**src/hw/rtl/stns_pkg.sv**
```systemverilog
// Shared constants and controller/datapath interface types of the top-N selector.
// No dependencies; compile first.
`timescale 1ns / 1ps
`default_nettype none

package stns_pkg;

   localparam int MAX_KEEP_DEF = 16;
   localparam int ID_BITS_DEF  = 15;
   localparam int SCORE_W      = 16;
   localparam int TOP_N_W      = 5;

   localparam logic [TOP_N_W-1:0] TOP_N_RST = TOP_N_W'(3);

   // Start value of the minimum search: one above every 16-bit score (2.0 in Q1.14).
   localparam logic signed [SCORE_W:0] SCORE_START = {2'b01, {(SCORE_W-1){1'b0}}};

   // Commands from the controller to the datapath.
   typedef struct packed {
      logic load_item;
      logic scan_init;
      logic scan_run;
      logic inv_mode;
      logic commit;
      logic emit_init;
      logic emit_load;
   } stns_cmd_type;

   // Status from the datapath back to the controller.
   typedef struct packed {
      logic scan_done;
      logic item_last;
      logic overflowed;
      logic out_free;
      logic emit_last;
   } stns_status_type;

endpackage

`default_nettype wire

```
**src/hw/rtl/stns_ctrl.sv**
```systemverilog
// Controller state machine of the top-N selector: sequences scan, commit and emit.
// Depends on stns_pkg.
`timescale 1ns / 1ps
`default_nettype none

module stns_ctrl (
   input  logic                      clock,
   input  logic                      reset,
   input  logic                      req_valid,
   output logic                      req_ready,
   input  stns_pkg::stns_status_type status,
   output stns_pkg::stns_cmd_type    cmd
);
   import stns_pkg::*;

   typedef enum logic [6:0] {
      ST_IDLE   = 7'b0000001,
      ST_SCAN   = 7'b0000010,
      ST_COMMIT = 7'b0000100,
      ST_INVERT = 7'b0001000,
      ST_EADDR  = 7'b0010000,
      ST_ESLOT  = 7'b0100000,
      ST_ELOAD  = 7'b1000000
   } state_type;

   state_type state_ff;
   state_type state_in;

   always_ff @(posedge clock) begin
      if (reset) begin
         state_ff <= ST_IDLE;
      end else begin
         state_ff <= state_in;
      end
   end

   always_comb begin
      state_in  = state_ff;
      cmd       = '0;
      req_ready = 1'b0;
      unique case (state_ff)
         ST_IDLE: begin
            req_ready = 1'b1;
            if (req_valid) begin
               cmd.load_item = 1'b1;
               cmd.scan_init = 1'b1;
               state_in      = ST_SCAN;
            end
         end
         ST_SCAN: begin
            cmd.scan_run = 1'b1;
            if (status.scan_done) begin
               state_in = ST_COMMIT;
            end
         end
         ST_COMMIT: begin
            cmd.commit = 1'b1;
            if (!status.item_last) begin
               state_in = ST_IDLE;
            end else if (status.overflowed) begin
               cmd.emit_init = 1'b1;
               state_in      = ST_EADDR;
            end else begin
               cmd.scan_init = 1'b1;
               state_in      = ST_INVERT;
            end
         end
         ST_INVERT: begin
            cmd.scan_run = 1'b1;
            cmd.inv_mode = 1'b1;
            if (status.scan_done) begin
               cmd.emit_init = 1'b1;
               state_in      = ST_EADDR;
            end
         end
         ST_EADDR: begin
            state_in = ST_ESLOT;
         end
         ST_ESLOT: begin
            state_in = ST_ELOAD;
         end
         ST_ELOAD: begin
            cmd.emit_load = 1'b1;
            if (status.out_free) begin
               state_in = status.emit_last ? ST_IDLE : ST_EADDR;
            end
         end
         default: begin
            state_in = ST_IDLE;
         end
      endcase
   end

endmodule

`default_nettype wire

```
**src/hw/rtl/stns_dpath.sv**
```systemverilog
// Datapath of the top-N selector: slot memories, scan unit, rank bookkeeping, output register.
// Depends on stns_pkg; driven by stns_ctrl.
`timescale 1ns / 1ps
`default_nettype none

module stns_dpath #(
   parameter int MAX_KEEP = stns_pkg::MAX_KEEP_DEF,
   parameter int ID_BITS  = stns_pkg::ID_BITS_DEF
) (
   input  logic                               clock,
   input  logic                               reset,
   input  logic                               csr_we,
   input  logic [stns_pkg::TOP_N_W-1:0]       csr_wdata,
   input  logic [ID_BITS-1:0]                 in_owner,
   input  logic [ID_BITS-1:0]                 in_nb,
   input  logic signed [stns_pkg::SCORE_W-1:0] in_score,
   input  logic                               in_last,
   input  stns_pkg::stns_cmd_type             cmd,
   output stns_pkg::stns_status_type          status,
   output logic                               out_valid,
   input  logic                               out_ready,
   output logic [ID_BITS-1:0]                 out_owner,
   output logic [ID_BITS-1:0]                 out_nb,
   output logic signed [stns_pkg::SCORE_W-1:0] out_score,
   output logic                               out_last
);
   import stns_pkg::*;

   localparam int SLOT_W    = (MAX_KEEP > 1) ? $clog2(MAX_KEEP) : 1;
   localparam int CNT_W     = $clog2(MAX_KEEP + 1);
   localparam int MEM_DEPTH = 1 << SLOT_W;
   localparam int CMP_W     = (CNT_W > TOP_N_W) ? CNT_W : TOP_N_W;

   // Slot stores and rank bookkeeping
   logic [ID_BITS-1:0]        nb_mem   [MEM_DEPTH];
   logic signed [SCORE_W-1:0] sc_mem   [MEM_DEPTH];
   logic [SLOT_W-1:0]         rank_mem [MEM_DEPTH];  // ascending position of each slot
   logic [SLOT_W-1:0]         inv_mem  [MEM_DEPTH];  // slot held at each position

   logic [ID_BITS-1:0]        nb_rd_ff;
   logic signed [SCORE_W-1:0] sc_rd_ff;
   logic [SLOT_W-1:0]         rank_rd_ff;
   logic [SLOT_W-1:0]         inv_rd_ff;

   // Control registers
   logic [TOP_N_W-1:0] top_n_ff;
   logic [CNT_W-1:0]   fill_ff;
   logic               ovf_ff;
   logic               p_vld_ff;
   logic               out_valid_ff;

   // Payload registers
   logic [ID_BITS-1:0]        run_owner_ff;
   logic [ID_BITS-1:0]        item_nb_ff;
   logic signed [SCORE_W-1:0] item_sc_ff;
   logic                      item_last_ff;
   logic                      mode_fill_ff;
   logic [CNT_W-1:0]          i_ff;
   logic [SLOT_W-1:0]         p_idx_ff;
   logic [SLOT_W-1:0]         cnt_ff;
   logic signed [SCORE_W:0]   lo_ff;
   logic [SLOT_W-1:0]         lo_idx_ff;
   logic [CNT_W-1:0]          j_ff;
   logic [ID_BITS-1:0]        out_owner_ff;
   logic [ID_BITS-1:0]        out_nb_ff;
   logic signed [SCORE_W-1:0] out_sc_ff;
   logic                      out_last_ff;

   logic                      can_fill;
   logic                      issue;
   logic                      proc;
   logic                      out_free;
   logic                      out_load;
   logic                      emit_last;
   logic                      sc_lt_item;
   logic                      sc_lt_lo;
   logic                      item_gt_lo;
   logic signed [SCORE_W:0]   sc_ext;
   logic signed [SCORE_W:0]   item_ext;
   logic [SLOT_W-1:0]         slot_addr;
   logic [SLOT_W-1:0]         sc_addr;
   logic [SLOT_W-1:0]         fill_addr;
   logic                      rank_we;
   logic [SLOT_W-1:0]         rank_wa;
   logic [SLOT_W-1:0]         rank_wd;
   logic                      slot_we;
   logic [SLOT_W-1:0]         slot_wa;

   // Keep size: zero acts as one, anything above MAX_KEEP is capped at MAX_KEEP slots
   assign can_fill = (fill_ff < CNT_W'(MAX_KEEP)) &&
                     ((CMP_W'(fill_ff) < CMP_W'(top_n_ff)) ||
                      ((top_n_ff == '0) && (fill_ff == '0)));

   assign fill_addr  = fill_ff[SLOT_W-1:0];
   assign issue      = cmd.scan_run && (i_ff != fill_ff);
   assign proc       = cmd.scan_run && p_vld_ff;
   assign sc_ext     = {sc_rd_ff[SCORE_W-1], sc_rd_ff};
   assign item_ext   = {item_sc_ff[SCORE_W-1], item_sc_ff};
   assign sc_lt_item = sc_rd_ff < item_sc_ff;
   assign sc_lt_lo   = sc_ext < lo_ff;
   assign item_gt_lo = item_ext > lo_ff;

   assign out_free  = !out_valid_ff || out_ready;
   assign out_load  = cmd.emit_load && out_free;
   assign emit_last = (j_ff + CNT_W'(1)) == fill_ff;
   assign slot_addr = ovf_ff ? j_ff[SLOT_W-1:0] : inv_rd_ff;
   assign sc_addr   = cmd.scan_run ? i_ff[SLOT_W-1:0] : slot_addr;

   // Rank store write: bump ranks of equal-or-higher slots during the scan, place new slot on commit
   always_comb begin
      rank_we = 1'b0;
      rank_wa = fill_addr;
      rank_wd = cnt_ff;
      if (cmd.commit && mode_fill_ff) begin
         rank_we = 1'b1;
      end else if (proc && !cmd.inv_mode && mode_fill_ff && !sc_lt_item) begin
         rank_we = 1'b1;
         rank_wa = p_idx_ff;
         rank_wd = rank_rd_ff + SLOT_W'(1);
      end
   end

   assign slot_we = cmd.commit && (mode_fill_ff || item_gt_lo);
   assign slot_wa = mode_fill_ff ? fill_addr : lo_idx_ff;

   always_ff @(posedge clock) begin
      if (slot_we) begin
         nb_mem[slot_wa] <= item_nb_ff;
         sc_mem[slot_wa] <= item_sc_ff;
      end
      if (rank_we) begin
         rank_mem[rank_wa] <= rank_wd;
      end
      if (proc && cmd.inv_mode) begin
         inv_mem[rank_rd_ff] <= p_idx_ff;
      end
      nb_rd_ff   <= nb_mem[slot_addr];
      sc_rd_ff   <= sc_mem[sc_addr];
      rank_rd_ff <= rank_mem[i_ff[SLOT_W-1:0]];
      inv_rd_ff  <= inv_mem[j_ff[SLOT_W-1:0]];
   end

   // Control state
   always_ff @(posedge clock) begin
      if (reset) begin
         top_n_ff     <= TOP_N_RST;
         fill_ff      <= '0;
         ovf_ff       <= 1'b0;
         p_vld_ff     <= 1'b0;
         out_valid_ff <= 1'b0;
         run_owner_ff <= '0;
      end else begin
         if (csr_we) begin
            top_n_ff <= csr_wdata;
         end
         if (cmd.load_item && (fill_ff == '0) && !ovf_ff) begin
            run_owner_ff <= in_owner;
         end
         p_vld_ff <= issue;
         if (out_load && emit_last) begin
            fill_ff <= '0;
            ovf_ff  <= 1'b0;
         end else begin
            if (cmd.load_item && !can_fill) begin
               ovf_ff <= 1'b1;
            end
            if (cmd.commit && mode_fill_ff) begin
               fill_ff <= fill_ff + CNT_W'(1);
            end
         end
         if (out_load) begin
            out_valid_ff <= 1'b1;
         end else if (out_ready) begin
            out_valid_ff <= 1'b0;
         end
      end
   end

   // Item, scan and emit payload
   always_ff @(posedge clock) begin
      if (cmd.load_item) begin
         item_nb_ff   <= in_nb;
         item_sc_ff   <= in_score;
         item_last_ff <= in_last;
         mode_fill_ff <= can_fill;
      end
      p_idx_ff <= i_ff[SLOT_W-1:0];
      if (cmd.scan_init) begin
         i_ff      <= '0;
         cnt_ff    <= '0;
         lo_ff     <= SCORE_START;
         lo_idx_ff <= '0;
      end else begin
         if (issue) begin
            i_ff <= i_ff + CNT_W'(1);
         end
         if (proc && !cmd.inv_mode) begin
            if (mode_fill_ff) begin
               if (sc_lt_item) begin
                  cnt_ff <= cnt_ff + SLOT_W'(1);
               end
            end else if (sc_lt_lo) begin
               lo_ff     <= sc_ext;
               lo_idx_ff <= p_idx_ff;
            end
         end
      end
      if (cmd.emit_init) begin
         j_ff <= '0;
      end else if (out_load) begin
         j_ff <= j_ff + CNT_W'(1);
      end
      if (out_load) begin
         out_owner_ff <= run_owner_ff;
         out_nb_ff    <= nb_rd_ff;
         out_sc_ff    <= sc_rd_ff;
         out_last_ff  <= emit_last;
      end
   end

   assign status.scan_done  = (i_ff == fill_ff) && !p_vld_ff;
   assign status.item_last  = item_last_ff;
   assign status.overflowed = ovf_ff;
   assign status.out_free   = out_free;
   assign status.emit_last  = emit_last;

   assign out_valid = out_valid_ff;
   assign out_owner = out_owner_ff;
   assign out_nb    = out_nb_ff;
   assign out_score = out_sc_ff;
   assign out_last  = out_last_ff;

endmodule

`default_nettype wire

```
**src/hw/rtl/streaming_top_n_selector.sv**
```systemverilog
// Top level of the streaming top-N selector: stream ports, field packing, controller and datapath.
// Depends on stns_pkg, stns_ctrl and stns_dpath.
`timescale 1ns / 1ps
`default_nettype none

// Channel  Direction  Transaction carries
// req_*    in         one candidate: owner_id, neighbor_id, score; tlast ends the owner run
// rsp_*    out        one kept entry: owner_id_out, neighbor_id_out, score_out; tlast on final one
// csr_*    in         top_n write, taken on any clock with csr_we high
//
// A candidate holds req_tready low after acceptance while the slot-score memory read port
// walks the F slots already held, one slot per cycle, for the fill rank count or the minimum
// search. The last candidate of a run that never overflowed adds a second walk to invert the
// rank order; each run end takes every emitted entry through address, slot and load states
// and any output stall. Reset is synchronous; the slot memories are not cleared, the fill
// count guards them. req_tready stays low until the whole emission is loaded into the
// output.
module streaming_top_n_selector #(
   parameter int MAX_KEEP = stns_pkg::MAX_KEEP_DEF,
   parameter int ID_BITS  = stns_pkg::ID_BITS_DEF
) (
   input  logic                                                 clock,
   input  logic                                                 reset,
   input  logic                                                 csr_we,
   input  logic [stns_pkg::TOP_N_W-1:0]                         csr_wdata,  // top_n
   input  logic                                                 req_tvalid,
   output logic                                                 req_tready,
   // owner_id, neighbor_id, score (lowest bits first), zero padded to bytes
   input  logic [((2*ID_BITS+stns_pkg::SCORE_W+7)/8)*8-1:0]     req_tdata,
   input  logic                                                 req_tlast,
   output logic                                                 rsp_tvalid,
   input  logic                                                 rsp_tready,
   // owner_id_out, neighbor_id_out, score_out (lowest bits first), zero padded to bytes
   output logic [((2*ID_BITS+stns_pkg::SCORE_W+7)/8)*8-1:0]     rsp_tdata,
   output logic                                                 rsp_tlast
);
   import stns_pkg::*;

   localparam int DATA_W = ((2*ID_BITS+SCORE_W+7)/8)*8;

   stns_cmd_type    cmd;
   stns_status_type status;

   logic [ID_BITS-1:0]        in_owner;
   logic [ID_BITS-1:0]        in_nb;
   logic signed [SCORE_W-1:0] in_score;
   logic [ID_BITS-1:0]        out_owner;
   logic [ID_BITS-1:0]        out_nb;
   logic signed [SCORE_W-1:0] out_score;

   // Unpack the request fields; padding bits are ignored
   assign in_owner = req_tdata[ID_BITS-1:0];
   assign in_nb    = req_tdata[2*ID_BITS-1:ID_BITS];
   assign in_score = $signed(req_tdata[2*ID_BITS+SCORE_W-1:2*ID_BITS]);

   stns_ctrl u_ctrl (
      .clock     (clock),
      .reset     (reset),
      .req_valid (req_tvalid),
      .req_ready (req_tready),
      .status    (status),
      .cmd       (cmd)
   );

   stns_dpath #(
      .MAX_KEEP (MAX_KEEP),
      .ID_BITS  (ID_BITS)
   ) u_dpath (
      .clock     (clock),
      .reset     (reset),
      .csr_we    (csr_we),
      .csr_wdata (csr_wdata),
      .in_owner  (in_owner),
      .in_nb     (in_nb),
      .in_score  (in_score),
      .in_last   (req_tlast),
      .cmd       (cmd),
      .status    (status),
      .out_valid (rsp_tvalid),
      .out_ready (rsp_tready),
      .out_owner (out_owner),
      .out_nb    (out_nb),
      .out_score (out_score),
      .out_last  (rsp_tlast)
   );

   // Pack the response fields, zero fill above
   assign rsp_tdata = DATA_W'({out_score, out_nb, out_owner});

endmodule

`default_nettype wire

```
**config.mk**
```make
export PLATFORM = sky130hd
export DESIGN_NAME = streaming_top_n_selector
export DESIGN_NICKNAME = d
export VERILOG_FILES = /design/src/hw/rtl/stns_pkg.sv /design/src/hw/rtl/stns_ctrl.sv /design/src/hw/rtl/stns_dpath.sv /design/src/hw/rtl/streaming_top_n_selector.sv
export SDC_FILE = /design/constraint.sdc
export NUM_CORES = 1
export LEC_CHECK = 0
export BUFFER_PORTS_ARGS = -buffer_cell sky130_fd_sc_hd__buf_2
export CAP_MARGIN = 10
export CORE_ASPECT_RATIO = 0.8
export CORE_UTILIZATION = 43
export CTS_BUF_LIST = sky130_fd_sc_hd__clkbuf_2 sky130_fd_sc_hd__clkbuf_4 sky130_fd_sc_hd__clkbuf_8
export CTS_CLUSTER_DIAMETER = 80
export CTS_CLUSTER_SIZE = 30
export DETAILED_ROUTE_END_ITERATION = 8
export PLACE_DENSITY_LB_ADDON = 0.2
export SLEW_MARGIN = 10
export SYNTH_ARGS = -nofsm -noshare
export SYNTH_HDL_FRONTEND = slang
export SYNTH_SLANG_ARGS = --single-unit
```
**constraint.sdc**
```tcl
create_clock -name clock -period 16.9 [get_ports clock]
set_clock_uncertainty 0.1 [all_clocks]
set_input_delay 4.225 -clock clock [delete_from_list [all_inputs] [get_ports clock]]
set_output_delay 4.225 -clock clock [all_outputs]
set_load 0.1 [all_outputs]
```
==> impl_metrics.tcl <==
set metrics [dict create \
    rows 90 \
    antennaDiodeCount 0 \
    r2r-start "u_dpath.ovf_ff" \
    synth_enable_flop_cells 704 \
    cts_resized 0 \
    dr_total_vias 17400 \
    synthSimpleGateAreaFrac 0.0589 \
    io_pins 110 \
    leakage_nw 11.6 \
    gr-total-overflow 0 \
    cts-root-buf "clkbuf_8" \
    p_seq_frac 0.680 \
    io_buffer_count 105 \
    critPathArrivalTime_ns 2.28 \
    post-cts-setup-buffer-count 0 \
    crit_type "flop to output port" \
    wirelength_mm 74.4 \
    crit_required_ns 12.57 \
    synthMuxAreaShare 0.119 \
    min_from "u_dpath.nb_rd_ff[12]" \
    hold_viol 0 \
    synthCells 1953 \
    grt_usage 0.193 \
    grt_pass1_vias 17100 \
    postCtsHoldBufs 0 \
    clk_latency_ns 0.70 \
    min_path_cells 0 \
    ys.warnings.count 0 \
    dp_hpwl_mm 43.2 \
    worst_pin_slew_ns 1.16 \
    regArea_um2 23400 \
    yosys-top-cells-area "edfxtp_1, dfxtp_1, mux4_2" \
    nets 2154 \
    clkSinkCount 817 \
    initial_core_util 0.434 \
    mostFrequentLayoutCells "edfxtp_1, mux2i_1, dfxtp_1" \
    fin_crit_ns 6.60 \
    drc 0 \
    comb_power_share 0.039 \
    multiInputGateArea_um2 8780 \
    die_area_um2 77200 \
    dpl_cell_area_um2 34500 \
    viasPerCell 5.66 \
    path_cells "nor3_1, and3_1, buf_2" \
    avgRoutedWirePerCell_um 24.2 \
    layout_commonest_cell "edfxtp_1" \
    outcome "finished, final reports clean" \
    synth_top_area_share 0.646 \
    synth_area_per_cell_um2 16.7 \
    die_w_um 310 \
    cts_buffer_depth 3 \
    p_int_mw 2.56 \
    synth_compound_area_frac 0.0536 \
    ys_dominant_reg_cell "edfxtp_1" \
    p_sw_frac 0.225 \
    drtAntennaViolNets 0 \
    ys_async_sr_fraction 0 \
    fillCellCount 6407 \
    grt_pass1_wl_mm 110 \
    worst-path-max-fanout 7 \
    setup_viol 0 \
    crit_path_end_kind "output port" \
    ys_seq_elements 817 \
    max_freq_mhz 151 \
    drt_pass1_iterations 5 \
    drive_gt1_frac 0.177 \
    clkTransAtPathRegs_ns 0.16 \
    htree_levels 2 \
    crit_start "u_ctrl.state_ff[1]" \
    power_switching_uw 745 \
    core_um2 75300 \
    hold_path_class "flop to flop" \
    cpMaxStageDelayCell "nor3_1" \
    area_growth_pct 8.33 \
    rsz0062_at_grt "false" \
    die_y_um 249 \
    synth_top_area_cell "edfxtp_1" \
    relSlewSlack 0.226 \
    slew_viol_final 0 \
    synth-xor-area-share 0.00819 \
    max-vdd-ir-drop_mv 0.0827 \
    rr_worst_depth 7 \
    drtIter0Drc 1804 \
    synth_fa_ha_area_frac 0.0233 \
    antenna_found_initial 0 \
    setup_tns_ns 0 \
    gp_congestion 0.831 \
    cts_buffers 38 \
    ys_types 68 \
    cp-start-kind "flop" \
    slowest_delay_ns 0.46 \
    final_area_um2 35400 \
    tritoncts "built" \
    drv_cap 0 \
    synth_top_family_by_area "multiplexers" \
    post-route-period-util 0.391 \
    pwr-share-clk 0.280 \
    cellPowerDensity_nw_per_um2 93.3 \
    yosysSeqAreaShare 0.716 \
    syn_area_um2 32700 \
    grt_max_degree 65 \
]
cells in the mapped netlist (12+ instances only):
| cell type | instances |
|---|---|
| a211oi_1 | 18 |
| a21o_1 | 12 |
| a21oi_1 | 25 |
| a31oi_1 | 20 |
| a32oi_1 | 23 |
| and2_1 | 17 |
| buf_2 | 31 |
| clkbuf_1 | 57 |
| dfxtp_1 | 113 |
| edfxtp_1 | 704 |
| ha_1 | 61 |
| inv_1 | 55 |
| mux2i_1 | 157 |
| mux4_2 | 100 |
| nand2_1 | 99 |
| nand2b_1 | 17 |
| nand3_1 | 40 |
| nand4_1 | 18 |
| nor2_1 | 76 |
| nor3_1 | 29 |
| nor4_1 | 20 |
| o211ai_1 | 21 |
| o22ai_1 | 70 |
| or4_1 | 16 |
| xnor2_1 | 13 |
| xor2_1 | 15 |
path summary, 6_finish.rpt:
path / to / slack, ns
hold reg to reg: u_dpath.out_nb[12] / 0.32
hold / removal: u_dpath.out_nb[12] / 0.32
setup reg to reg: u_dpath.sc_rd_ff[15] / 12.00
setup / recovery: req_tready / 10.30
cells by family after synthesis:
family          after synthesis
simple gates                381
compound gates              240
flops                       817
mux                         263
xor+xnor                     29
fa+ha+maj                    61
other cells                   1
buf+inv                     161
layout make-up:
type / count / area share
clock inverters: 20 / 0.00830
clock buffers: 50 / 0.0175
repair buffers: 146 / 0.0241
flip-flops and latches: 817 / 0.661
multi-input cells: 976 / 0.248
well taps: 1012 / 0.0357
inverters: 55 / 0.00583
per-layer routing:
| layer | share of wire | routed length (µm) | vias up | track usage |
|---|---|---|---|---|
| met5 | 0 | 0 | - | 0 |
| li1 | - | - | 7849 | - |
| met4 | 0.014 | 1010 | 0 | 0.0343 |
| met3 | 0.056 | 4200 | 65 | 0.0254 |
| met1 | 0.46 | 34500 | 8977 | 0.291 |
| met2 | 0.47 | 34800 | 533 | 0.301 |
stage by stage:
stage                     cells  worst slack, ns  utilization  hold WS, ns  power, mW
after floorplan            1954            10.23            -        0.246       2.37
after global placement     3005            10.42        0.458        0.285       2.42
after CTS                  3075            10.26        0.470        0.324       3.33
after global routing       3076            10.16        0.470        0.327       3.40
final                      3076            10.30        0.470        0.323       3.31
after detailed placement   3005            10.37        0.458        0.289       2.42
worst max-delay path, delay by kind of cell (launching register included):
kind	cells	cell delay, ns
DFF	1	0.41
buffers and inverters	1	0.46
and+or+nand+nor	2	0.70
sequential cells by signal, summed over array words and instances, names as in the netlist, 16 cells and up:
signal,flops
u_dpath.lo_ff,17
u_dpath.inv_mem,64
u_dpath.sc_rd_ff,16
u_dpath.rank_mem,64
u_dpath.item_sc_ff,16
u_dpath.out_score,16
u_dpath.nb_mem,240
u_dpath.sc_mem,256
power groups by stage:
| stage | Clock, mW | Combinational (mW) | Sequential (mW) |
|---|---|---|---|
| floorplan | 0 | 0.0881 | 2.28 |
| global placement | 0 | 0.125 | 2.29 |
| detailed placement | 0 | 0.128 | 2.29 |
| CTS | 0.955 | 0.129 | 2.25 |
| global route | 1.01 | 0.141 | 2.25 |
| finish | 0.927 | 0.129 | 2.25 |
No activity file was read; power rests on OpenSTA's default activity.
